--- src/sv/psc_ram.sv ---
module psc_ram
#(
    parameter int WIDTH = 8,
    parameter int DEPTH = 256,
    parameter int AW    = (DEPTH > 1) ? $clog2(DEPTH) : 1
)
(
    input  logic             clk,
    input  logic             we,
    input  logic [AW-1:0]    waddr,
    input  logic [WIDTH-1:0] wdata,
    input  logic [AW-1:0]    raddr,
    output logic [WIDTH-1:0] rdata
);

    logic [WIDTH-1:0] mem [DEPTH];

    always_ff @(posedge clk)
    begin
        if (we)
        begin
            mem[waddr] <= wdata;
        end
        rdata <= mem[raddr];
    end

endmodule

--- config.mk ---
export PLATFORM = sky130hd
export DESIGN_NAME = psc_ram
export DESIGN_NICKNAME = d
export VERILOG_FILES = /design/src/sv/psc_ram.sv
export SDC_FILE = /design/constraint.sdc
export NUM_CORES = 2
export LEC_CHECK = 0
export ABC_CLOCK_PERIOD_IN_PS = 7400
export BUFFER_PORTS_ARGS = -buffer_cell sky130_fd_sc_hd__clkbuf_2
export CORE_MARGIN = 8
export CORE_UTILIZATION = 30
export DETAILED_ROUTE_END_ITERATION = 8
export GPL_TIMING_DRIVEN = 0
export HOLD_SLACK_MARGIN = 0.05
export SLEW_MARGIN = 20
export SYNTH_ARGS = -nofsm -noshare
export SYNTH_HDL_FRONTEND = slang
export SYNTH_SLANG_ARGS = --single-unit
--- constraint.sdc ---
create_clock -name clk -period 7.4 [get_ports clk]
set_clock_uncertainty 0.05 [all_clocks]
set_input_delay 1.48 -clock clk [delete_from_list [all_inputs] [get_ports clk]]
set_output_delay 1.48 -clock clk [all_outputs]
set_load 0.02 [all_outputs]
Yosys cells after proc, flatten, opt, wreduce, memory -nomap -nowiden
Memories as Yosys holds them, arrays and structs flattened. A register that Yosys moved wholly into a read port is not among the register bits.
Index checks and enable logic that the tools add are counted.
Word-level totals
  flip-flop bits (word level): 0
  bits in writable memories: 2048
  input bits: 26
  output and inout bits: 8
  memories: 1
Memory list
  mem: words 256, width 8, rd ports 1, clocked after Yosys merged registers in 1, write ports 1, RTL line 16  | logic [WIDTH-1:0] mem [DEPTH];
Cells by class
  mux-type cells: 2
Operator list (number)
  1-bit two-way mux: 2

Longest topological paths before layout
  word-level depth: 2
  depth in mapped cells: 11
  gate-level depth less buffers: 6

Worst setup path before layout
No wires, ideal clock.
  path kind: in2reg
  from: in raddr[0]
  to: reg rdata[2], read port of mem
  setup time: 131 ps
  data arrival time: 3287 ps
  required time: 7219 ps
  path slack: 3932 ps
  stages on the path: 9
  path through: buf_6 > buf_12 > buf_8 > buf_2 > mux4_2 > a22oi_1 > a21oi_1 > nor4_1 > nor4_2
RTL lines
  start, declared: RTL line 12  | input logic [AW-1:0] raddr,
  end, declared: RTL line 13  | output logic [WIDTH-1:0] rdata

==> results.md <==
* Status: complete, no violations
* Post-CTS setup repair buffer count at 0
* Most frequent cells in the layout: edfxtp_1, mux4_2, nor2_1, clkbuf_16, mux2i_1
* Post-synth top area share at 0.773
* Routed vias at roughly 42,000
* Clock power share at 0.412
* Fin nets at 4,024
* CP peak stage delay at 880 ps
* Pre-CTS WS at approximately 1200 ps
* First-pass DRT Iterations at 6
* Htree depth at 4
* CORE AREA at 264,000 um2
* Final Util at 0.346
* Largest net degree at the start of global routing at roughly 130
* Top post-synthesis cells by area: edfxtp_1, mux4_2, mux2i_1, nor2_1, a22oi_1
* Multi-input gate area at around 17,000 um2
* Final worst slack at 1880 ps
* CTS root buffer: clkbuf_16
* Crit end category: flip-flop
* Total Wirelength at 245 mm
* Clk Latency, worst-skew pair at 860 ps
* Chip Height at 531 um
* Final worst path period share at 0.746
* Number of remaining DRC errors at 0
* First-pass GRT wire length at between 300 and 400 mm
* Initial antenna violation count at 29
* Required @ worst endpoint at 7980 ps
* Register area share after synthesis at 0.775
* Worst hold margin at 967 ps
* RSZ-0062 raised after global routing: false
* Area grow syn2layout at 15.1%
* Hold WC Path Type: primary input to flip-flop
* Leading cell type in the layout, fill and taps excluded: edfxtp_1
* CTS tree: yes
* CTS clk-pin slew, worst paths at 60 ps
* Die ar. at 282,000 um2
* FF+latch count, synth at slightly above 2,000
* Leak Pwr at 27.7 nW
* Slew Limit Fails at 0
* HPWL after DPL at approximately 170 mm
* Post-synth EDFFs at ~2,000
* Fillers at 24,672
* WS Path Type: primary input to flip-flop
* Post-Syn Nets at 3,759
* Overall Power at 24.3 mW
* Inst Count DP at 7,326
* Top sig layer: met5
* Clk sinks at 2,056
* CP max-delay cell: nor4_2
* Metal2 WL at 109 mm
* Ports at 34
* Max FO, Critical Path at 11
* VDD IR max at 211 uV
* Synth cell types at between 50 and 60
* Top cell type by total area after synthesis: edfxtp_1
* Setup Viol. Count Final at 0
* Core Rows at 189
* Worst-margin pin slew at 1310 ps
* Initial Util at 0.301
* Comb pwr share at 0.059
* Buffer and inverter count on the worst path at 4
* Post-CTS Hold Buffers at 0
* Fmax achieved at 0.181 GHz
* Cells after Synth at 3,733
* Cell family with most CP delay: buffers and inverters
* Seq pwr share at 0.529
* Cell Pwr Density at 265 nW/um2
* P_sw at 5.43 mW
* Fin area at 91,500 um2
* Worst endpoint data arrival time at 6110 ps
* Vias in the first global route at 41,110
* Syn avg cell area at 21.3 um2
* Die Width at 531 um
* Max_slew headroom at 0.122
* Switch share at 0.224
* Seq. cell area at around 60,000 um2
* Avg Vias per Cell at 5.38
* PostCTS Resize Cnt at 0
* Initial DRC Count at 6,675
* All-Layer GR Usage at 0.170
* Final Non-Filler Cells at 7,724
* Syn Std Cell Area at 79,600 um2
* CP startpoint kind: primary input
* Max-cap violations at 0
* TritonCTS Buffers at approximately 200
* Main synth FF type: edfxtp_1
* Hold Fails Final Rpt at 0
* GP Congestion at approximately 1
* Setup TNS at 0 ps
* Routed WL per cell at 31.7 um
* Share of cells above drive strength 1 at 0.226
* Placed inst area at 85,100 um2
* Crit path cell chain: clkbuf_2 > buf_2 > and2_1 > buf_1 > clkbuf_1 > a22oi_1 > a21oi_1 > nor3_1 > nor4_2
* Post-route met1 wirelength at between 90 and 100 mm
* Max clock buf depth at 3
* Final worst path period need at 5520 ps
* Yosys warns at 0
* Met3 wire length at 26.8 mm
* Post-synth ARST share at 0
* Internal power at about 19 mW
* Port Buf Inserts at 26
* Congestion Overflow GR at 0
* Antenna Violating Nets Remaining at 0
## Yosys cell counts, types with 2 or more instances
library cell	count
edfxtp_1	2048
mux4_2	454
nor2_1	282
mux2i_1	134
a22oi_1	133
clkbuf_1	111
a21oi_1	96
o221ai_1	46
nand3_1	34
nand2_1	33
buf_2	31
nor2b_1	31
o22ai_1	28
buf_4	27
nor4_1	24
buf_1	22
nor3_1	22
buf_6	21
a211oi_1	16
a221oi_1	13
buf_8	13
nand4_1	10
o211ai_1	10
o21ai_0	10
a22o_1	8
buf_12	8
dfxtp_1	8
nand2b_1	8
and2_1	6
o22a_1	5
o32ai_1	4
or2_2	4
nor4_2	3
a2111oi_0	2
a2111oi_1	2
a311oi_1	2
a31oi_1	2
and3b_1	2
mux4_1	2
nand3b_1	2
o21ai_1	2
## cells by family (layout without fill, tap and decap cells)
family | count (synthesis) | in the layout | synth area share
buffers and inverters | 235 | 674 | 0.0183
multiplexers | 591 | 591 | 0.146
AO/OA/AOI/OAI | 385 | 385 | 0.0342
other | 0 | 19 | 0
AND/OR/NAND/NOR | 466 | 466 | 0.0263
flip-flops | 2056 | 2056 | 0.775
## state kept, by name (all words and copies together), names as in the netlist
name,count
mem,2048
rdata,8
## power groups by stage
stage	logic [mW]	clock network (mW)	registers [mW]
floorplan	0.624	0	13.1
global placement	1.33	0	13.2
detailed placement	1.40	0	13.1
CTS	1.40	10.1	12.8
global route	1.45	10.5	12.8
finish	1.42	10.0	12.8
## cell type report
class	count	share of cell area
Antenna cell	19	0.000519
Multi-Input combinational cell	1442	0.180
Inverter	2	0.0000820
Tap cell	3533	0.0483
Clock inverter	126	0.0117
Timing Repair Buffer	60	0.0112
Clock buffer	253	0.0580
Sequential cell	2056	0.674
Buffer	233	0.0163
## routing by layer
metal	vias up	GRT usage
met5	-	0
met4	10	0.0975
met3	590	0.0447
met2	2605	0.255
met1	22077	0.223
li1	16281	-
## path summary, 6_finish.rpt
path / from / endpoint / slack (ps) / cells after the start
setup / recovery: raddr[2] / rdata[1] / 1880 / 9
hold / removal: wdata[5] / mem[124][5] / 970 / 1
setup reg to reg: mem[80][3] / rdata[3] / 3590 / 6
hold reg to reg: mem[32][5] / rdata[5] / 1220 / 7
Power figures use the tool's default switching activity.
