===== config.mk =====
export PLATFORM = sky130hd
export DESIGN_NAME = psc_blend
export DESIGN_NICKNAME = d
export VERILOG_FILES = /design/src/sv/psc_pkg.sv /design/src/sv/psc_blend.sv
export SDC_FILE = /design/constraint.sdc
export NUM_CORES = 1
export LEC_CHECK = 0
export ABC_AREA = 1
export BUFFER_PORTS_ARGS = -buffer_cell sky130_fd_sc_hd__buf_2
export CAP_MARGIN = 15
export CORE_AREA = 2 2 73 75
export DETAILED_ROUTE_END_ITERATION = 10
export DIE_AREA = 0 0 75 77
export GPL_TIMING_DRIVEN = 0
export HOLD_SLACK_MARGIN = 0.15
export PLACE_DENSITY = 0.82
export SLEW_MARGIN = 0
export SYNTH_ARGS = -nofsm -noshare
export SYNTH_HDL_FRONTEND = slang
export SYNTH_SLANG_ARGS = --single-unit
export TNS_END_PERCENT = 10

===== constraint.sdc =====
create_clock -name clk -period 2.4 [get_ports clk]
set_input_delay 0.12 -clock clk [delete_from_list [all_inputs] [get_ports clk]]
set_output_delay 0.12 -clock clk [all_outputs]
set_load 0.02 [all_outputs]

===== src/sv/psc_pkg.sv =====
package psc_pkg;

    localparam int SCREEN_W_DEF     = 320;
    localparam int SCREEN_H_DEF     = 200;
    localparam int CURSOR_MAX_W_DEF = 64;
    localparam int CURSOR_MAX_H_DEF = 64;

    localparam int CFG_DATA_W = 11;
    localparam int CFG_IDX_W  = 3;

    localparam logic [7:0] OPAQUE_ALPHA = 8'hFF;

    typedef enum logic [2:0] {
        OP_SCREEN_PIX = 3'd0,
        OP_SCREEN_PAL = 3'd1,
        OP_CURSOR_PAL = 3'd2,
        OP_CURSOR_PIX = 3'd3,
        OP_SCANOUT    = 3'd4
    } op_t;

    typedef enum logic [CFG_IDX_W-1:0] {
        REG_SHAKE_X       = 3'd0,
        REG_SHAKE_Y       = 3'd1,
        REG_CURSOR_LEFT   = 3'd2,
        REG_CURSOR_TOP    = 3'd3,
        REG_CURSOR_WIDTH  = 3'd4,
        REG_CURSOR_HEIGHT = 3'd5,
        REG_CURSOR_KEY    = 3'd6,
        REG_CURSOR_MODE   = 3'd7
    } cfg_idx_t;

    typedef struct packed {
        logic        scan;
        logic        scr_hit;
        logic        cur_hit;
        logic [7:0]  key;
        logic        cpal;
        logic        spal_we;
        logic        cpal_we;
        logic [7:0]  pal_idx;
        logic [23:0] rgb;
    } psc_ctl_t;

endpackage


===== src/sv/psc_blend.sv =====
module psc_blend
    import psc_pkg::*;
(
    input  logic        clk,
    input  logic        rst_n,
    input  psc_ctl_t    ctl,
    input  logic [7:0]  scr_idx,
    input  logic [7:0]  cur_idx,
    output logic        spal_we,
    output logic        cpal_we,
    output logic [7:0]  pal_waddr,
    output logic [23:0] pal_wdata,
    output logic [7:0]  pal_raddr,
    input  logic [23:0] spal_rdata,
    input  logic [23:0] cpal_rdata,
    output logic        done,
    output logic [31:0] pixel_word
);

    logic        use_cur;
    logic        s3_valid_reg;
    logic        s3_black_reg;
    logic        s3_sel_reg;
    logic        done_reg;
    logic [31:0] pixel_next;
    logic [31:0] pixel_reg;

    always_comb
    begin
        use_cur   = ctl.cur_hit && (cur_idx != ctl.key);
        spal_we   = ctl.spal_we;
        cpal_we   = ctl.cpal_we;
        pal_waddr = ctl.pal_idx;
        pal_wdata = ctl.rgb;
        pal_raddr = use_cur ? cur_idx : scr_idx;
    end

    always_ff @(posedge clk or negedge rst_n)
    begin
        if (!rst_n)
        begin
            s3_valid_reg <= 1'b0;
            done_reg     <= 1'b0;
        end
        else
        begin
            s3_valid_reg <= ctl.scan;
            done_reg     <= s3_valid_reg;
        end
    end

    always_ff @(posedge clk)
    begin
        s3_black_reg <= !ctl.scr_hit && !use_cur;
        s3_sel_reg   <= use_cur && ctl.cpal;
        pixel_reg    <= pixel_next;
    end

    always_comb
    begin
        if (s3_black_reg)
        begin
            pixel_next = {OPAQUE_ALPHA, 24'h000000};
        end
        else if (s3_sel_reg)
        begin
            pixel_next = {OPAQUE_ALPHA, cpal_rdata};
        end
        else
        begin
            pixel_next = {OPAQUE_ALPHA, spal_rdata};
        end
    end

    assign done       = done_reg;
    assign pixel_word = pixel_reg;

    a_scan_latency : assert property (@(posedge clk) disable iff (!rst_n)
        ctl.scan |-> ##2 done)
        else $error("scanout transfer lost in the blend stages");

    a_no_spurious : assert property (@(posedge clk) disable iff (!rst_n)
        done |-> $past(ctl.scan, 2))
        else $error("result strobe without a scanout transfer");

    a_pal_we_excl : assert property (@(posedge clk) disable iff (!rst_n)
        !(ctl.scan && (spal_we || cpal_we)) && !(spal_we && cpal_we))
        else $error("palette write overlaps another transfer in one stage");

endmodule


# ---- After elaboration in Yosys (flattened, before gate mapping)
# Cells that the tools add are included.
dict set report classes {
  n_eq_ne 1
  n_mux 2
  n_reduce_logical 5
}
# operator count
set ops {}
lappend ops {{24-bit two-way mux} 1}
lappend ops {{8-bit two-way mux} 1}
lappend ops {{8-bit != test} 1}
lappend ops {{1-bit logical AND} 3}
lappend ops {{1-bit logical NOT} 2}
dict set report totals {
  reg_bits 36
  in_bits 112
  out_inout_bits 75
  elab_cells 13
}

# ---- Longest topological paths before layout
dict set report depth {
  ltp_word 4
  ltp_mapped 9
  depth_no_buf 9
}

# ---- Least setup slack after synthesis
# Ideal clock, no wire load.
dict set report synth_timing {
  path_kind {input port to output port}
  start {in ctl[41] (netlist bit)}
  end {out pal_raddr[0]}
  t_arrival_ns 0.853
  required_time_ns 2.280
  path_slack_ns 1.427
  cell_stages 7
  path_buffers 0
  cell_sequence {xnor2_1 > nand2_1 > nor2_2 > nand2_4 > nand2_4 > nand2_1 > nand2_1}
}
dict set report synth_between {
  elab_chain_len 3
}
# item line
set synth_lines {}
lappend synth_lines {{start: declaration} psc_blend.sv:6} ;# input psc_ctl_t ctl,
lappend synth_lines {{8-bit != test} psc_blend.sv:30} ;# use_cur = ctl.cur_hit && (cur_idx != ctl.key);
lappend synth_lines {{1-bit logical AND} psc_blend.sv:30}
lappend synth_lines {{8-bit two-way mux} psc_blend.sv:35} ;# pal_raddr = use_cur ? cur_idx : scr_idx;
lappend synth_lines {{end: declaration} psc_blend.sv:13} ;# output logic [7:0] pal_raddr,
# Every way passes these cells.

# ---- Worst setup path after layout
dict set report layout_timing {
  start {reg s3_sel_reg}
  end {reg pixel_reg[0] (netlist: pixel_word[0])}
}
dict set report layout_between {
  elab_chain_len 1
}
# item line
set layout_lines {}
lappend layout_lines {{start: declaration} psc_blend.sv:23} ;# logic s3_sel_reg;
lappend layout_lines {{start signal: assignment} psc_blend.sv:55} ;# s3_sel_reg <= use_cur && ctl.cpal;
lappend layout_lines {{24-bit two-way mux} psc_blend.sv:65} ;# else if (s3_sel_reg)
lappend layout_lines {{end signal: assignment} psc_blend.sv:56} ;# pixel_reg <= pixel_next;
lappend layout_lines {{end: declaration} psc_blend.sv:26} ;# logic [31:0] pixel_reg;
# Every way passes these cells.
# A chain may end at the register's enable or synchronous reset.

==> run metrics <==
CTS tree=done; initial antenna violation count=0; FF+latch count, synth=28; leak pwr=1.693 nW; Detail Route Antenna Nets=0; via count=2073; RSZ-0062 raised after global routing=no; GRT overflow=0; Worst setup EP type=register; initial core utilization=30.49%; share of cells above drive strength 1=47.61%; TritonRoute pass-1 iters=6; Design Area, Final=0.002949 mm2; fin util=59.25%; setup slack after layout=0.6915 ns; largest area contributor in the netlist=dfxtp_1; CP startpoint kind=register; WL/cell=12.76 um; Core Area=0.004977 mm2; Area growth, synth to finish=94.31%; Synth top area share=34.30%; I/O Buffers=143; Clock Sinks=28; # nets final=531; vias per cell=4.248; HP Class=input port to async pin; total routed wirelength=6227 um; run status=finished clean; GRT Overall Usage=20.30%; DRC viols=0; largest net degree at the start of global routing=17; Final Hold Vio Count=0; final worst-path cycle share=71.19%; max-slew violation count=0; max reg flops=24; first-pass GRT wire length=9163 um; Synth Area per Inst=7.193 um2; top cells by count, synth=nand2_1, buf_4, dfxtp_1, a21oi_1, inv_1; Clock Path Buffers=2; Ant. Diodes=0; Worst EP required=2.62 ns; Clk Latency, worst-skew pair=0.27 ns; Fin Setup TNS=0 ns; hold buffer count at cts=53; Peak VDD IR=0.2037 mV; post-synth cell types=15; dpl ws=1.063 ns; DPL Wire Length=4028 um; number of global-route vias before repair=2141; boundary pin count=187; Starting DRT DRC Count=63; Worst-path clk slew=0.10 ns; Worst Skew=0.008880 ns; FMAX=585.3 MHz; Synth area leaders=dfxtp_1, buf_4, nand2_1, a21oi_1, dfrtp_1; Setup CP Type=register to register; H-tree level count=1; sequential area share after synthesis=37.59%; arrival time at the worst endpoint=1.93 ns; critical path peak fanout=10; Main synth FF type=dfxtp_1; Die Area=0.005775 mm2; Cells after Synth=211; fraction of registers with async set/reset=7.143%; Die W=75 um; Post-synth EDFFs=0; final hold slack=0.1599 ns; placed instance area=0.002347 mm2; most frequent cell after synthesis=nand2_1; Cell Rows=26; Die Ht=77 um; max cap viols=0; gpl congestion=0.7081; min cycle time layout=1.708 ns; post_cts resized=0; post-CTS setup buffer count=0; clock root buffer=clkbuf_8; pwr dens=468.0 mW/mm2; Syn Std Cell Area=0.001518 mm2; Synth Warn #=0; CTS buffer count=3; Final setup viols=0
layer usage:
metal	share of wire (%)	GRT usage (%)	vias to the layer above
met2	55	41.23	136
met5	0	0	-
li1	-	-	1013
met4	3.4	9.464	0
met3	8.9	3.548	24
met1	33	17.88	900
kinds of logic (layout without fill, tap and decap cells):
kind of cell	count (synthesis)	in the layout	synth area share, %
other	1	8	0.2471
XOR/XNOR	4	4	2.308
flip-flops	28	28	37.59
AND/OR/NAND/NOR	93	93	24.98
buffers and inverters	60	260	26.63
AO/OA/AOI/OAI	25	25	8.244
placed cells by master, fill, tap and decap left out, types with 4 or more instances in the layout:
| cell | instances |
|---|---|
| a21oi_1 | 25 |
| buf_2 | 146 |
| buf_4 | 44 |
| clkbuf_8 | 4 |
| conb_1 | 8 |
| dfxtp_1 | 26 |
| dlygate4sd3_1 | 53 |
| inv_1 | 10 |
| nand2_1 | 80 |
| nand3_1 | 8 |
| xnor2_1 | 4 |
power breakdown:
part / switching [mW] / leakage [nW] / internal [mW]
logic: 0.251 / 1.42 / 0.250
registers: 0.0117 / 0.241 / 0.503
clock network: 0.141 / 0.0357 / 0.223
final timing paths:
path	cells after the start	endpoint	slack, ns	startpoint
min	2	s3_valid_reg$_DFF_PN0_	0.16	rst_n
max	6	pixel_word[0]$_SDFF_PP0_	0.69	s3_sel_reg$_DFF_P_
min in group clk	3	s3_sel_reg$_DFF_P_	0.19	ctl[43]
max reg2reg	6	pixel_word[0]$_SDFF_PP0_	0.69	s3_sel_reg$_DFF_P_
max in group asynchronous	2	done$_DFF_PN0_	2.13	rst_n
min reg2reg	0	done$_DFF_PN0_	0.41	s3_valid_reg$_DFF_PN0_
critical path, stage by stage (launching register included):
cell and delay [ns]:
dfxtp_1 0.30, buf_2 0.15, inv_1 0.17, buf_4 0.21
nand2_1 0.08, a21oi_1 0.17, dlygate4sd3_1 0.58
layout make-up:
| type | instances | area (um2) |
|---|---|---|
| plain buffers | 50 | 366.6 |
| fillers | 439 | 2028 |
| flip-flops and latches | 28 | 570.5 |
| clock buffers | 3 | 41.29 |
| clock inverters | 1 | 30.03 |
| inverters | 10 | 37.54 |
| repair buffers | 196 | 1246 |
| well taps | 70 | 87.58 |
| multi-input cells | 130 | 569.3 |
per-stage QoR:
stage	std cells	power [mW]
after global placement	431	0.9211
after global routing	488	1.440
after floorplan	218	0.7728
after detailed placement	431	0.9273
final	488	1.380
after CTS	488	1.375
(Power assumes the default switching activity.)
