--- src/sv/psc_pkg.sv ---
package psc_pkg;

    localparam int SCREEN_W_DEF     = 320;
    localparam int SCREEN_H_DEF     = 200;
    localparam int CURSOR_MAX_W_DEF = 64;
    localparam int CURSOR_MAX_H_DEF = 64;

    localparam int CFG_DATA_W = 11;
    localparam int CFG_IDX_W  = 3;

    localparam logic [7:0] OPAQUE_ALPHA = 8'hFF;

    typedef enum logic [2:0] {
        OP_SCREEN_PIX = 3'd0,
        OP_SCREEN_PAL = 3'd1,
        OP_CURSOR_PAL = 3'd2,
        OP_CURSOR_PIX = 3'd3,
        OP_SCANOUT    = 3'd4
    } op_t;

    typedef enum logic [CFG_IDX_W-1:0] {
        REG_SHAKE_X       = 3'd0,
        REG_SHAKE_Y       = 3'd1,
        REG_CURSOR_LEFT   = 3'd2,
        REG_CURSOR_TOP    = 3'd3,
        REG_CURSOR_WIDTH  = 3'd4,
        REG_CURSOR_HEIGHT = 3'd5,
        REG_CURSOR_KEY    = 3'd6,
        REG_CURSOR_MODE   = 3'd7
    } cfg_idx_t;

    typedef struct packed {
        logic        scan;
        logic        scr_hit;
        logic        cur_hit;
        logic [7:0]  key;
        logic        cpal;
        logic        spal_we;
        logic        cpal_we;
        logic [7:0]  pal_idx;
        logic [23:0] rgb;
    } psc_ctl_t;

endpackage

--- src/sv/psc_addr.sv ---
module psc_addr
    import psc_pkg::*;
#(
    parameter int SCREEN_W     = SCREEN_W_DEF,
    parameter int SCREEN_H     = SCREEN_H_DEF,
    parameter int CURSOR_MAX_W = CURSOR_MAX_W_DEF,
    parameter int CURSOR_MAX_H = CURSOR_MAX_H_DEF,
    parameter int SA_W = (SCREEN_W * SCREEN_H > 1) ? $clog2(SCREEN_W * SCREEN_H) : 1,
    parameter int CA_W = (CURSOR_MAX_W * CURSOR_MAX_H > 1) ?
                         $clog2(CURSOR_MAX_W * CURSOR_MAX_H) : 1
)
(
    input  logic               clk,
    input  logic               rst_n,
    input  logic               accept,
    input  logic [2:0]         operation,
    input  logic [9:0]         pos_x,
    input  logic [9:0]         pos_y,
    input  logic [7:0]         index_value,
    input  logic [23:0]        rgb_color,
    input  logic signed [9:0]  shake_x,
    input  logic signed [9:0]  shake_y,
    input  logic signed [10:0] cursor_left,
    input  logic signed [10:0] cursor_top,
    input  logic [6:0]         cursor_width,
    input  logic [6:0]         cursor_height,
    input  logic [7:0]         cursor_key,
    input  logic [1:0]         cursor_mode,
    output logic               scr_we,
    output logic [SA_W-1:0]    scr_addr,
    output logic [7:0]         scr_wdata,
    output logic               cur_we,
    output logic [CA_W-1:0]    cur_addr,
    output logic [7:0]         cur_wdata,
    output psc_ctl_t           ctl
);

    localparam logic [10:0]        SW_U  = 11'(SCREEN_W);
    localparam logic [10:0]        SH_U  = 11'(SCREEN_H);
    localparam logic signed [11:0] SW_S  = 12'(SCREEN_W);
    localparam logic signed [11:0] SH_S  = 12'(SCREEN_H);
    localparam logic [10:0]        CMW_U = 11'(CURSOR_MAX_W);
    localparam logic [10:0]        CMH_U = 11'(CURSOR_MAX_H);
    localparam logic [6:0]         CMW_7 = 7'(CURSOR_MAX_W);
    localparam logic [6:0]         CMH_7 = 7'(CURSOR_MAX_H);

    op_t               op;
    logic              in_frame;
    logic signed [11:0] sx;
    logic signed [11:0] sy;
    logic signed [11:0] dx;
    logic signed [11:0] dy;
    logic [6:0]        cw;
    logic [6:0]        ch;
    logic              scr_hit;
    logic              cur_hit;
    logic [9:0]        scol;
    logic [9:0]        srow;
    logic [5:0]        ccol;
    logic [5:0]        crow;
    logic              swr_ok;
    logic              cwr_ok;

    logic              s1_valid_reg;
    op_t               s1_op_reg;
    logic              s1_scr_we_reg;
    logic              s1_cur_we_reg;
    logic              s1_scr_hit_reg;
    logic              s1_cur_hit_reg;
    logic [9:0]        s1_scol_reg;
    logic [9:0]        s1_srow_reg;
    logic [5:0]        s1_ccol_reg;
    logic [5:0]        s1_crow_reg;
    logic [7:0]        s1_idx_reg;
    logic [23:0]       s1_rgb_reg;
    logic [7:0]        s1_key_reg;
    logic              s1_cpal_reg;

    logic [20:0]       scr_prod;
    logic [20:0]       scr_sum;
    logic [12:0]       cur_prod;
    logic [12:0]       cur_sum;
    psc_ctl_t          ctl_next;
    psc_ctl_t          ctl_reg;

    always_comb
    begin
        op       = op_t'(operation);
        in_frame = ({1'b0, pos_x} < SW_U) && ({1'b0, pos_y} < SH_U);
        sx       = $signed({2'b00, pos_x}) - $signed({{2{shake_x[9]}}, shake_x});
        sy       = $signed({2'b00, pos_y}) - $signed({{2{shake_y[9]}}, shake_y});
        dx       = $signed({2'b00, pos_x}) - $signed({cursor_left[10], cursor_left});
        dy       = $signed({2'b00, pos_y}) - $signed({cursor_top[10], cursor_top});
        cw       = (cursor_width > CMW_7) ? CMW_7 : cursor_width;
        ch       = (cursor_height > CMH_7) ? CMH_7 : cursor_height;
        scr_hit  = in_frame && (sx >= 0) && (sx < SW_S) && (sy >= 0) && (sy < SH_S);
        cur_hit  = in_frame && cursor_mode[0] && (cw != 7'd0) && (ch != 7'd0)
                   && (dx >= 0) && (dx < $signed({5'b0, cw}))
                   && (dy >= 0) && (dy < $signed({5'b0, ch}));
        swr_ok   = in_frame;
        cwr_ok   = ({1'b0, pos_x} < CMW_U) && ({1'b0, pos_y} < CMH_U);
        if (op == OP_SCREEN_PIX)
        begin
            scol = pos_x;
            srow = pos_y;
        end
        else if (scr_hit)
        begin
            scol = sx[9:0];
            srow = sy[9:0];
        end
        else
        begin
            scol = 10'd0;
            srow = 10'd0;
        end
        if (op == OP_CURSOR_PIX)
        begin
            ccol = pos_x[5:0];
            crow = pos_y[5:0];
        end
        else if (cur_hit)
        begin
            ccol = dx[5:0];
            crow = dy[5:0];
        end
        else
        begin
            ccol = 6'd0;
            crow = 6'd0;
        end
    end

    always_ff @(posedge clk or negedge rst_n)
    begin
        if (!rst_n)
        begin
            s1_valid_reg <= 1'b0;
        end
        else
        begin
            s1_valid_reg <= accept;
        end
    end

    always_ff @(posedge clk)
    begin
        s1_op_reg      <= op;
        s1_scr_we_reg  <= accept && (op == OP_SCREEN_PIX) && swr_ok;
        s1_cur_we_reg  <= accept && (op == OP_CURSOR_PIX) && cwr_ok;
        s1_scr_hit_reg <= scr_hit;
        s1_cur_hit_reg <= cur_hit;
        s1_scol_reg    <= scol;
        s1_srow_reg    <= srow;
        s1_ccol_reg    <= ccol;
        s1_crow_reg    <= crow;
        s1_idx_reg     <= index_value;
        s1_rgb_reg     <= rgb_color;
        s1_key_reg     <= cursor_key;
        s1_cpal_reg    <= cursor_mode[1];
    end

    always_comb
    begin
        scr_prod  = {11'b0, s1_srow_reg} * {10'b0, SW_U};
        scr_sum   = scr_prod + {11'b0, s1_scol_reg};
        cur_prod  = {7'b0, s1_crow_reg} * {6'b0, CMW_7};
        cur_sum   = cur_prod + {7'b0, s1_ccol_reg};
        scr_we    = s1_scr_we_reg;
        scr_addr  = scr_sum[SA_W-1:0];
        scr_wdata = s1_idx_reg;
        cur_we    = s1_cur_we_reg;
        cur_addr  = cur_sum[CA_W-1:0];
        cur_wdata = s1_idx_reg;

        ctl_next.scan    = s1_valid_reg && (s1_op_reg == OP_SCANOUT);
        ctl_next.scr_hit = s1_scr_hit_reg;
        ctl_next.cur_hit = s1_cur_hit_reg;
        ctl_next.key     = s1_key_reg;
        ctl_next.cpal    = s1_cpal_reg;
        ctl_next.spal_we = s1_valid_reg && (s1_op_reg == OP_SCREEN_PAL);
        ctl_next.cpal_we = s1_valid_reg && (s1_op_reg == OP_CURSOR_PAL);
        ctl_next.pal_idx = s1_idx_reg;
        ctl_next.rgb     = s1_rgb_reg;
    end

    always_ff @(posedge clk or negedge rst_n)
    begin
        if (!rst_n)
        begin
            ctl_reg <= '0;
        end
        else
        begin
            ctl_reg <= ctl_next;
        end
    end

    assign ctl = ctl_reg;

    a_store_we_excl : assert property (@(posedge clk) disable iff (!rst_n)
        !(scr_we && cur_we))
        else $error("screen and cursor store written by one transfer");

    a_we_follows_accept : assert property (@(posedge clk) disable iff (!rst_n)
        (scr_we || cur_we) |-> $past(accept))
        else $error("store write without an accepted transfer");

    a_scan_follows_accept : assert property (@(posedge clk) disable iff (!rst_n)
        ctl.scan |-> $past(accept, 2))
        else $error("scanout in flight without an accepted transfer");

endmodule

--- config.mk ---
export PLATFORM = sky130hd
export DESIGN_NAME = psc_addr
export DESIGN_NICKNAME = d
export VERILOG_FILES = /design/src/sv/psc_pkg.sv /design/src/sv/psc_addr.sv
export SDC_FILE = /design/constraint.sdc
export NUM_CORES = 1
export LEC_CHECK = 0
export BUFFER_PORTS_ARGS = -buffer_cell sky130_fd_sc_hd__buf_2
export CORE_UTILIZATION = 30
export DETAILED_ROUTE_END_ITERATION = 8
export PLACE_DENSITY_LB_ADDON = 0.15
export SLEW_MARGIN = 20
export SYNTH_ARGS = -nofsm -noshare
export SYNTH_HDL_FRONTEND = slang
export SYNTH_SLANG_ARGS = --single-unit
--- constraint.sdc ---
create_clock -name clk -period 2.48 [get_ports clk]
set_input_delay 0.496 -clock clk [delete_from_list [all_inputs] [get_ports clk]]
set_output_delay 0.496 -clock clk [all_outputs]
set_load 0.01 [all_outputs]
# Word-level counts from Yosys, hierarchy flattened
# Cells that the tools add are included.
# Widths: inputs -> output; s select.
[totals]
ff_bits = 127
mem_bits_ro = 0
word_cells = 81
memories = 0
inputBits = 124
output_inout_bits = 92
latchBits = 0
ram_bits = 0
[classes]
n_shift = 0
n_eq_ne = 4
div_mod_pow = 0
bitwise = 0
add_sub_neg = 6
n_mux = 10
reduce_logical = 23
multipliers = 1
order_cmp = 14
[ops]
columns = ["operator", "count"]
rows = [
  ["$ge 12x1->1 const B", 4],
  ["$mux 10", 4],
  ["$lt 12x8->1", 2],
  ["$mux 6", 4],
  ["$sub 11x10->12", 2],
  ["$sub 11x11->12", 2],
  ["$logic_and 1x1->1", 20],
  ["$lt 10x7->1 const B", 2],
  ["$add 16x10->16", 1],
  ["$gt 7x7->1 const B", 2],
  ["$mux 7", 2],
  ["$reduce_bool 7->1", 2],
  ["$add 12x6->12", 1],
  ["$lt 12x10->1 const B", 1],
  ["$lt 12x9->1 const B", 1],
  ["$lt 10x8->1 const B", 1],
  ["$lt 10x9->1 const B", 1],
  ["$mul 10x3->10 const B", 1],
  ["$eq 3x2->1 const B", 2],
  ["$eq 3x1->1 const B", 1],
  ["$eq 3x3->1 const B", 1],
  ["$logic_not 3->1", 1],
]

# Logic depth before layout (Yosys ltp)
# Gate-level depths: netlist (run 1).
[logic_depth]
depth_word = 11
depth_mapped = 17

# Worst setup path after synthesis (run 1)
# Ideal clock, no wire load.
[synth_path]
path_kind = "in2reg"
from = "in pos_x[0]"
to = "reg s1_ccol_reg[1]"
arrival_time_ps = 3359
cell_stages = 17
path_slack_ps = -974
setup_ps = 96
path_buffers = 1
cell_sequence = "inv_1 > ha_1 > fa_1 > nor2b_1 > o21ai_0 > a21oi_1 > a211oi_1 > xnor2_1 > ha_1 > nor3b_1 > o211ai_1 > a221oi_1 > o2111a_1 > nor4bb_1 > nand4_1 > buf_2 > o41ai_2"
[synth_via]
elab_chain_cells = 11
elab_cells_between_ends = 14
classes_between = "1 x add/sub; 3 x order compare; 2 x mux; 8 x reduce/logical"
[synth_rtl]
columns = ["element", "line_no", "source"]
rows = [
  ["from (decl)", "psc_addr.sv:17", "input logic [9:0] pos_x,"],
  ["parallel branches: the longest is 9 deep, another holds $sub 11x11->12", "--", ""],
  ["$mux 6 (*)", "psc_addr.sv:122", "else if (cur_hit)"],
  ["$mux 6 (*)", "psc_addr.sv:117", "if (op == OP_CURSOR_PIX)"],
  ["named net ccol[1]", "psc_addr.sv:59", "logic [5:0] ccol;"],
  ["to (signal assigned)", "psc_addr.sv:155", "s1_ccol_reg <= ccol;"],
  ["to (decl)", "psc_addr.sv:72", "logic [5:0] s1_ccol_reg;"],
]
# Mark *: on every way through the listed nets, which the timed path passes.

# Worst setup path in the final report (run 1)
[layout_path]
from = "in cursor_top[0]"
to = "reg s1_crow_reg[1]"
[layout_via]
elab_chain_cells = 6
elab_cells_between_ends = 7
classes_between = "1 x add/sub; 2 x order compare; 2 x mux; 2 x reduce/logical"
[layout_rtl]
columns = ["element", "line_no", "source"]
rows = [
  ["from (decl)", "psc_addr.sv:24", "input logic signed [10:0] cursor_top,"],
  ["$sub 11x11->12 (*)", "psc_addr.sv:93", "dy = $signed({2'b00, pos_y}) - $signed({cursor_top[10], cursor_top});"],
  ["$ge 12x1->1", "psc_addr.sv:99", "&& (dy >= 0) && (dy < $signed({5'b0, ch}));"],
  ["$logic_and 1x1->1 (2 in a row)", "psc_addr.sv:99", ""],
  ["$mux 6 (*)", "psc_addr.sv:122", ""],
  ["$mux 6 (*)", "psc_addr.sv:117", ""],
  ["named net crow[1]", "psc_addr.sv:60", "logic [5:0] crow;"],
  ["to (signal assigned)", "psc_addr.sv:156", "s1_crow_reg <= crow;"],
  ["to (decl)", "psc_addr.sv:73", "logic [5:0] s1_crow_reg;"],
]
# The timed path passes the listed nets; every way through them passes the cells marked *.

==> results of run 1 <==
[per-layer routing]
metal / track usage [%] / routed length (µm)
met5: 0 / 0
met4: 4.55 / 131
met3: 2.93 / 999
met2: 30.7 / 9560
met1: 21.5 / 8840
[worst min path at each step]
stage	to	slack [ps]	start
after CTS	s1_rgb_reg[19]	160	rgb_color[19]
after floorplan	ctl[0]	200	rst_n
after global routing	s1_rgb_reg[19]	160	rgb_color[19]
after global placement	ctl[14]	320	s1_rgb_reg[14]
final	s1_rgb_reg[19]	190	rgb_color[19]
after detailed placement	ctl[21]	320	s1_rgb_reg[21]
[power by group]
group,switching [µW],internal (µW),total (µW)
combinational,803,768,1570
sequential,27.9,2140,2170
clock,1000,1330,2340
total,1840,4240,6080
[cells by family (layout without fill, tap and decap cells)]
family / Yosys count / after routing
and+or+nand+nor: 171 / 171
AOI/OAI and AO/OA: 167 / 167
DFF: 127 / 127
buffers and inverters: 102 / 479
adders and majority gates: 77 / 77
xor gates and xnor gates: 34 / 34
muxes: 4 / 4
[layout by cell type (no fill, tap or decap), drive strengths merged, types with 17 or more instances in the layout]
| cell | n |
|---|---|
| a21oi | 38 |
| buf | 379 |
| clkbuf | 17 |
| dfrtp | 47 |
| dfxtp | 80 |
| ha | 71 |
| inv | 77 |
| nand2 | 67 |
| nor2 | 26 |
| o21ai | 29 |
| o31ai | 23 |
| xnor2 | 25 |
[through the flow]
| stage | std cells | area, µm² | total power (µW) | setup WS [ps] |
|---|---|---|---|---|
| global placement | 1294 | 9210 | 3660 | -1190 |
| global route | 1339 | 10400 | 6410 | -810 |
| detailed placement | 1294 | 9210 | 3660 | -1290 |
| floorplan | 682 | 6850 | 2970 | -840 |
| finish | 1339 | 10400 | 6080 | -598 |
| CTS | 1339 | 10200 | 6130 | -719 |
[what timing repair did]
item	CTS	global route
hold buffers	1	0
hold endpoints to repair	11	0
gates cloned	2	0
setup buffers	10	5
pin swaps	41	34
gates resized for setup	68	33
setup endpoints to repair	37	38
[layout make-up]
class                   instances  area [µm²]  area share [%]
inverters                      67         267            2.57
multi-input cells             453        3980            38.4
clock buffers                  17         425            4.10
clock inverters                15         144            1.39
repair buffers                380        2420            23.3
well taps                     280         350            3.38
flip-flops and latches        127        2780            26.8
==> impl_metrics.tcl, run 1 <==
set metrics [dict create \
    syn_to_final_growth_pct 54.2 \
    ys_seq_elements 127 \
    cts_num_sinks 127 \
    drive_gt1_share_pct 47.9 \
    drt_wl_total_mm 19.5 \
    core_um2 21900 \
    grt-ovfl-total 0 \
    synthAdderAreaFrac_pct 15.0 \
    start_util_pct 30.7 \
    yosysMostFrequentCell "dfxtp_1" \
    fin_ws_ps -598 \
    synth_flop_cell "dfxtp_1" \
    wl_per_cell_um 14.6 \
    async_reset_ff_share_pct 37.0 \
    r2r_slack_ps 1680 \
    cp-startpoint "cursor_top[0]" \
    grt_pass1_wl_mm 30.3 \
    fin_crit_ps 3080 \
    synth_simple_gate_area_share_pct 13.3 \
    finalSetupTns_ps -17040 \
    critPathKind "in -> reg" \
    fin_skew_ps 7.75 \
    yosys-top-cells-area "dfxtp_1, dfrtp_1, ha_1" \
    synth_common_cells "dfxtp_1, ha_1, inv_1, nand2_1, dfrtp_1" \
    drtIter0Drc 154 \
    antenna_found_initial 0 \
    vias_per_cell 4.59 \
    seq_area_frac_synth_pct 41.3 \
    worst_pin_slew_ps 462 \
    cp.depth 17 \
    synth_top_area_cell "dfxtp_1" \
    vdd_drop_max_mv 0.435 \
    die_area_um2 23000 \
    synth_edf_count 0 \
    finalSetupViolations 37 \
    place.gp.congestion 0.859 \
    rows 54 \
    fin_crit_sh_pct 124 \
    r2r_start "s1_valid_reg" \
    path_clk_slew_ps 60 \
    maxSlewHeadroom_pct 68.4 \
    max_stage_delay_ps 360 \
    rsz0062_at_grt "yes" \
    syn_area_um2 6720 \
    hold_path_depth 1 \
    yosys.area.top_type_share_pct 23.8 \
    largest_reg_flops 46 \
    ant_nets 0 \
    path_buf_inv 2 \
    avgSynthCellArea_um2 9.86 \
    num-fill-cells 2103 \
    muxShareOfSynthArea_pct 0.633 \
    grt_usage_pct 17.3 \
    fin_hold_ws_ps 187 \
    p_leak_uw 0.00515 \
    hpwl_mm 16.1 \
    r2r-end "ctl[33]" \
    synth-xor-area-share_pct 4.43 \
    io_buffers 215 \
    synth_top_family_by_area "compound AO/OA/AOI/OAI gates" \
    synthCells 682 \
    nets 1247 \
    synth.distinct_cells 73 \
    cts_buffer_depth 2 \
    grt_pass1_vias 6058 \
    cts_root_buf "clkbuf_16" \
    end_kind "register" \
    cts_inserted_buffers 17 \
    clkLatencyLatePin_ps 410 \
    min_path_type "in -> reg" \
    maxCapViolCount 0 \
    required_ps 2800 \
    arrival_ps 3390 \
    fmax_mhz 325 \
    outcome "finished, violations left" \
    violations "negative setup slack" \
    crit_chain "buf_2, ha_4, fa_2, nor2b_2, o31a_1, o21a_1, nor2_2, xnor2_1, ha_2, nor3b_2, o211ai_1, a221oi_2, o2111a_1, nor4bb_2, nand4_1, buf_6, o41ai_2" \
    tritoncts "built" \
    maxSlewViolCount 0 \
    hold_violations 0 \
    drc 0 \
    first_pass_iters 6 \
    crit_family "compound AO/OA/AOI/OAI gates" \
    htreeDepth 4 \
    critPathMaxFanout 6 \
    die_w_um 152 \
    antenna_cells 0 \
    crit_end "s1_crow_reg[1]" \
    syn_nets 883 \
    fin_util_pct 47.3 \
    reg2reg_depth 1 \
    powerDensity_nw_per_um2 586 \
    startpoint_type "primary input" \
    die_h_um 152 \
    grt_max_degree 25 \
    io_pins 216 \
    via_count 6146 \
    synth_compound_area_share_pct 18.1 \
    synth_warnings 0 \
    slowest_stage "fa_2" \
]
(Power assumes the default switching activity.)
==> run 2, diff against run 1 <==
Settings changed: CORE_UTILIZATION 30 to 47, SKIP_LAST_GASP set to 1.
==> run 2 against run 1 <==
The run still ends with negative setup slack left. Combinational power about the same. Cell count decreased by 7.8%. Wire length increased by 4.4%. Hold slack got worse by 1.3 ps. Die area decreased by 36%. Register-to-register slack about the same. Clock-buffer cell count increased by 4. Clock power increased by 6%. Critical endpoint is now s1_crow_reg[0]. Largest cell class unchanged.
==> impl_metrics.tcl, run 2 (synthesized netlist as in run 1, its figures left out) <==
set metrics [dict create \
    required_ps 2790 \
    vdd_drop_max_mv 0.391 \
    path_clk_slew_ps 60 \
    core_um2 13900 \
    via_count 6451 \
    hold_violations 0 \
    antenna_found_initial 0 \
    clkLatencyLatePin_ps 410 \
    first_pass_iters 5 \
    vias_per_cell 5.23 \
    maxSlewHeadroom_pct 63.7 \
    drc 0 \
    fin_util_pct 74.1 \
    hpwl_mm 15.4 \
    fin_hold_ws_ps 186 \
    largest_reg_flops 46 \
    violations "negative setup slack" \
    fin_crit_sh_pct 128 \
    syn_to_final_growth_pct 53.7 \
    cts_num_sinks 127 \
    critPathMaxFanout 5 \
    cts_inserted_buffers 17 \
    drtIter0Drc 229 \
    die_w_um 122 \
    die_h_um 122 \
    grt_pass1_wl_mm 31.1 \
    worst_pin_slew_ps 531 \
    antenna_cells 0 \
    fin_skew_ps 8.98 \
    critPathKind "in -> reg" \
    start_util_pct 48.2 \
    drt_wl_total_mm 20.4 \
    outcome "finished, violations left" \
    wl_met2_mm 10.5 \
    maxSlewViolCount 0 \
    powerDensity_nw_per_um2 606 \
    arrival_ps 3480 \
    grt_pass1_vias 6423 \
    rows 43 \
    wl_per_cell_um 16.5 \
    p_leak_uw 0.00514 \
    place.gp.congestion 0.919 \
    end_kind "register" \
    tritoncts "built" \
    fin_ws_ps -690 \
    maxCapViolCount 0 \
    io_pins 216 \
    final_common_cell "buf_2" \
    startpoint_type "primary input" \
    rsz0062_at_grt "yes" \
    fmax_mhz 315 \
    finalSetupTns_ps -18050 \
    cts_buffer_depth 2 \
    most-common-layout-cells "buf_2, buf_4, dfxtp_1" \
    grt_usage_pct 27.4 \
    finalPower_uw 6260 \
    grt-ovfl-total 0 \
    finalSetupViolations 37 \
    nets 1242 \
    io_buffers 215 \
    ant_nets 0 \
    routed.top_layer "met4" \
    drt-met1-wl_mm 7.98 \
    min_path_type "in -> reg" \
    die_area_um2 14800 \
    htreeDepth 4 \
    met3_length_mm 1.30 \
    drive_gt1_share_pct 48.0 \
    grt_max_degree 22 \
    cts_root_buf "clkbuf_16" \
    num-fill-cells 986 \
    fin_crit_ps 3170 \
]
==> run 2: layer usage <==
metal,up-vias,GRT usage [%]
met5,-,0
met3,47,6.13
met2,271,49.3
met1,3030,31.1
met4,0,11.0
li1,3103,-
==> run 2: stage by stage <==
stage | setup slack, ps | instances | area (µm²)
finish | -690 | 1234 | 10300
floorplan | -840 | 682 | 6850
CTS | -757 | 1229 | 10000
global route | -862 | 1234 | 10300
detailed placement | -1380 | 1184 | 8980
global placement | -1170 | 1184 | 8980
==> run 2: worst paths after layout <==
kind                           startpoint        endpoint  slack (ps)  cells after the start
max                              pos_x[0]  s1_crow_reg[0]        -690                     18
min                        index_value[4]    cur_wdata[4]         190                      1
max reg2reg                  s1_op_reg[2]         ctl[45]        1680                      1
min reg2reg                 s1_key_reg[1]         ctl[36]         320                      0
max in group asynchronous           rst_n         ctl[32]        1420                      3
min in group asynchronous           rst_n         ctl[20]         490                      2
==> run 2: layout make-up <==
cell class	count	area [µm²]	area share, %
Sequential cell	127	2790	27.0
Clock inverter	11	130	1.26
Inverter	67	267	2.58
Clock buffer	21	470	4.55
Timing Repair Buffer	375	2400	23.2
Tap cell	180	225	2.18
Multi-Input combinational cell	453	4060	39.3
==> run 2: critical path, cell delays in order <==
cell and delay [ps]:
buf_8 80, inv_4 30, ha_4 150, fa_2 360, nor2b_2 130, o21ai_2 80
a21oi_2 190, a211oi_2 60, xnor2_1 140, ha_2 190, nor3b_2 170, o211ai_1 120
a221oi_2 190, o2111a_1 220, nor4bb_4 190, nand4_1 190, buf_6 200, o41ai_4 290
==> run 2: what timing repair did <==
action                                  CTS  global route
resized for setup                        72            50
buffers inserted                         11            10
gates cloned                              2             0
pin swaps                                47            31
endpoints found under the setup margin   37            38
hold buffers                              1             0
hold endpoints to repair                 11             0
==> run 2: power breakdown <==
| part | internal [µW] | leakage, µW | switching (µW) |
|---|---|---|---|
| Combinational | 768 | 0.00363 | 821 |
| Clock | 1570 | 0.000283 | 926 |
| Sequential | 2140 | 0.00122 | 37.1 |
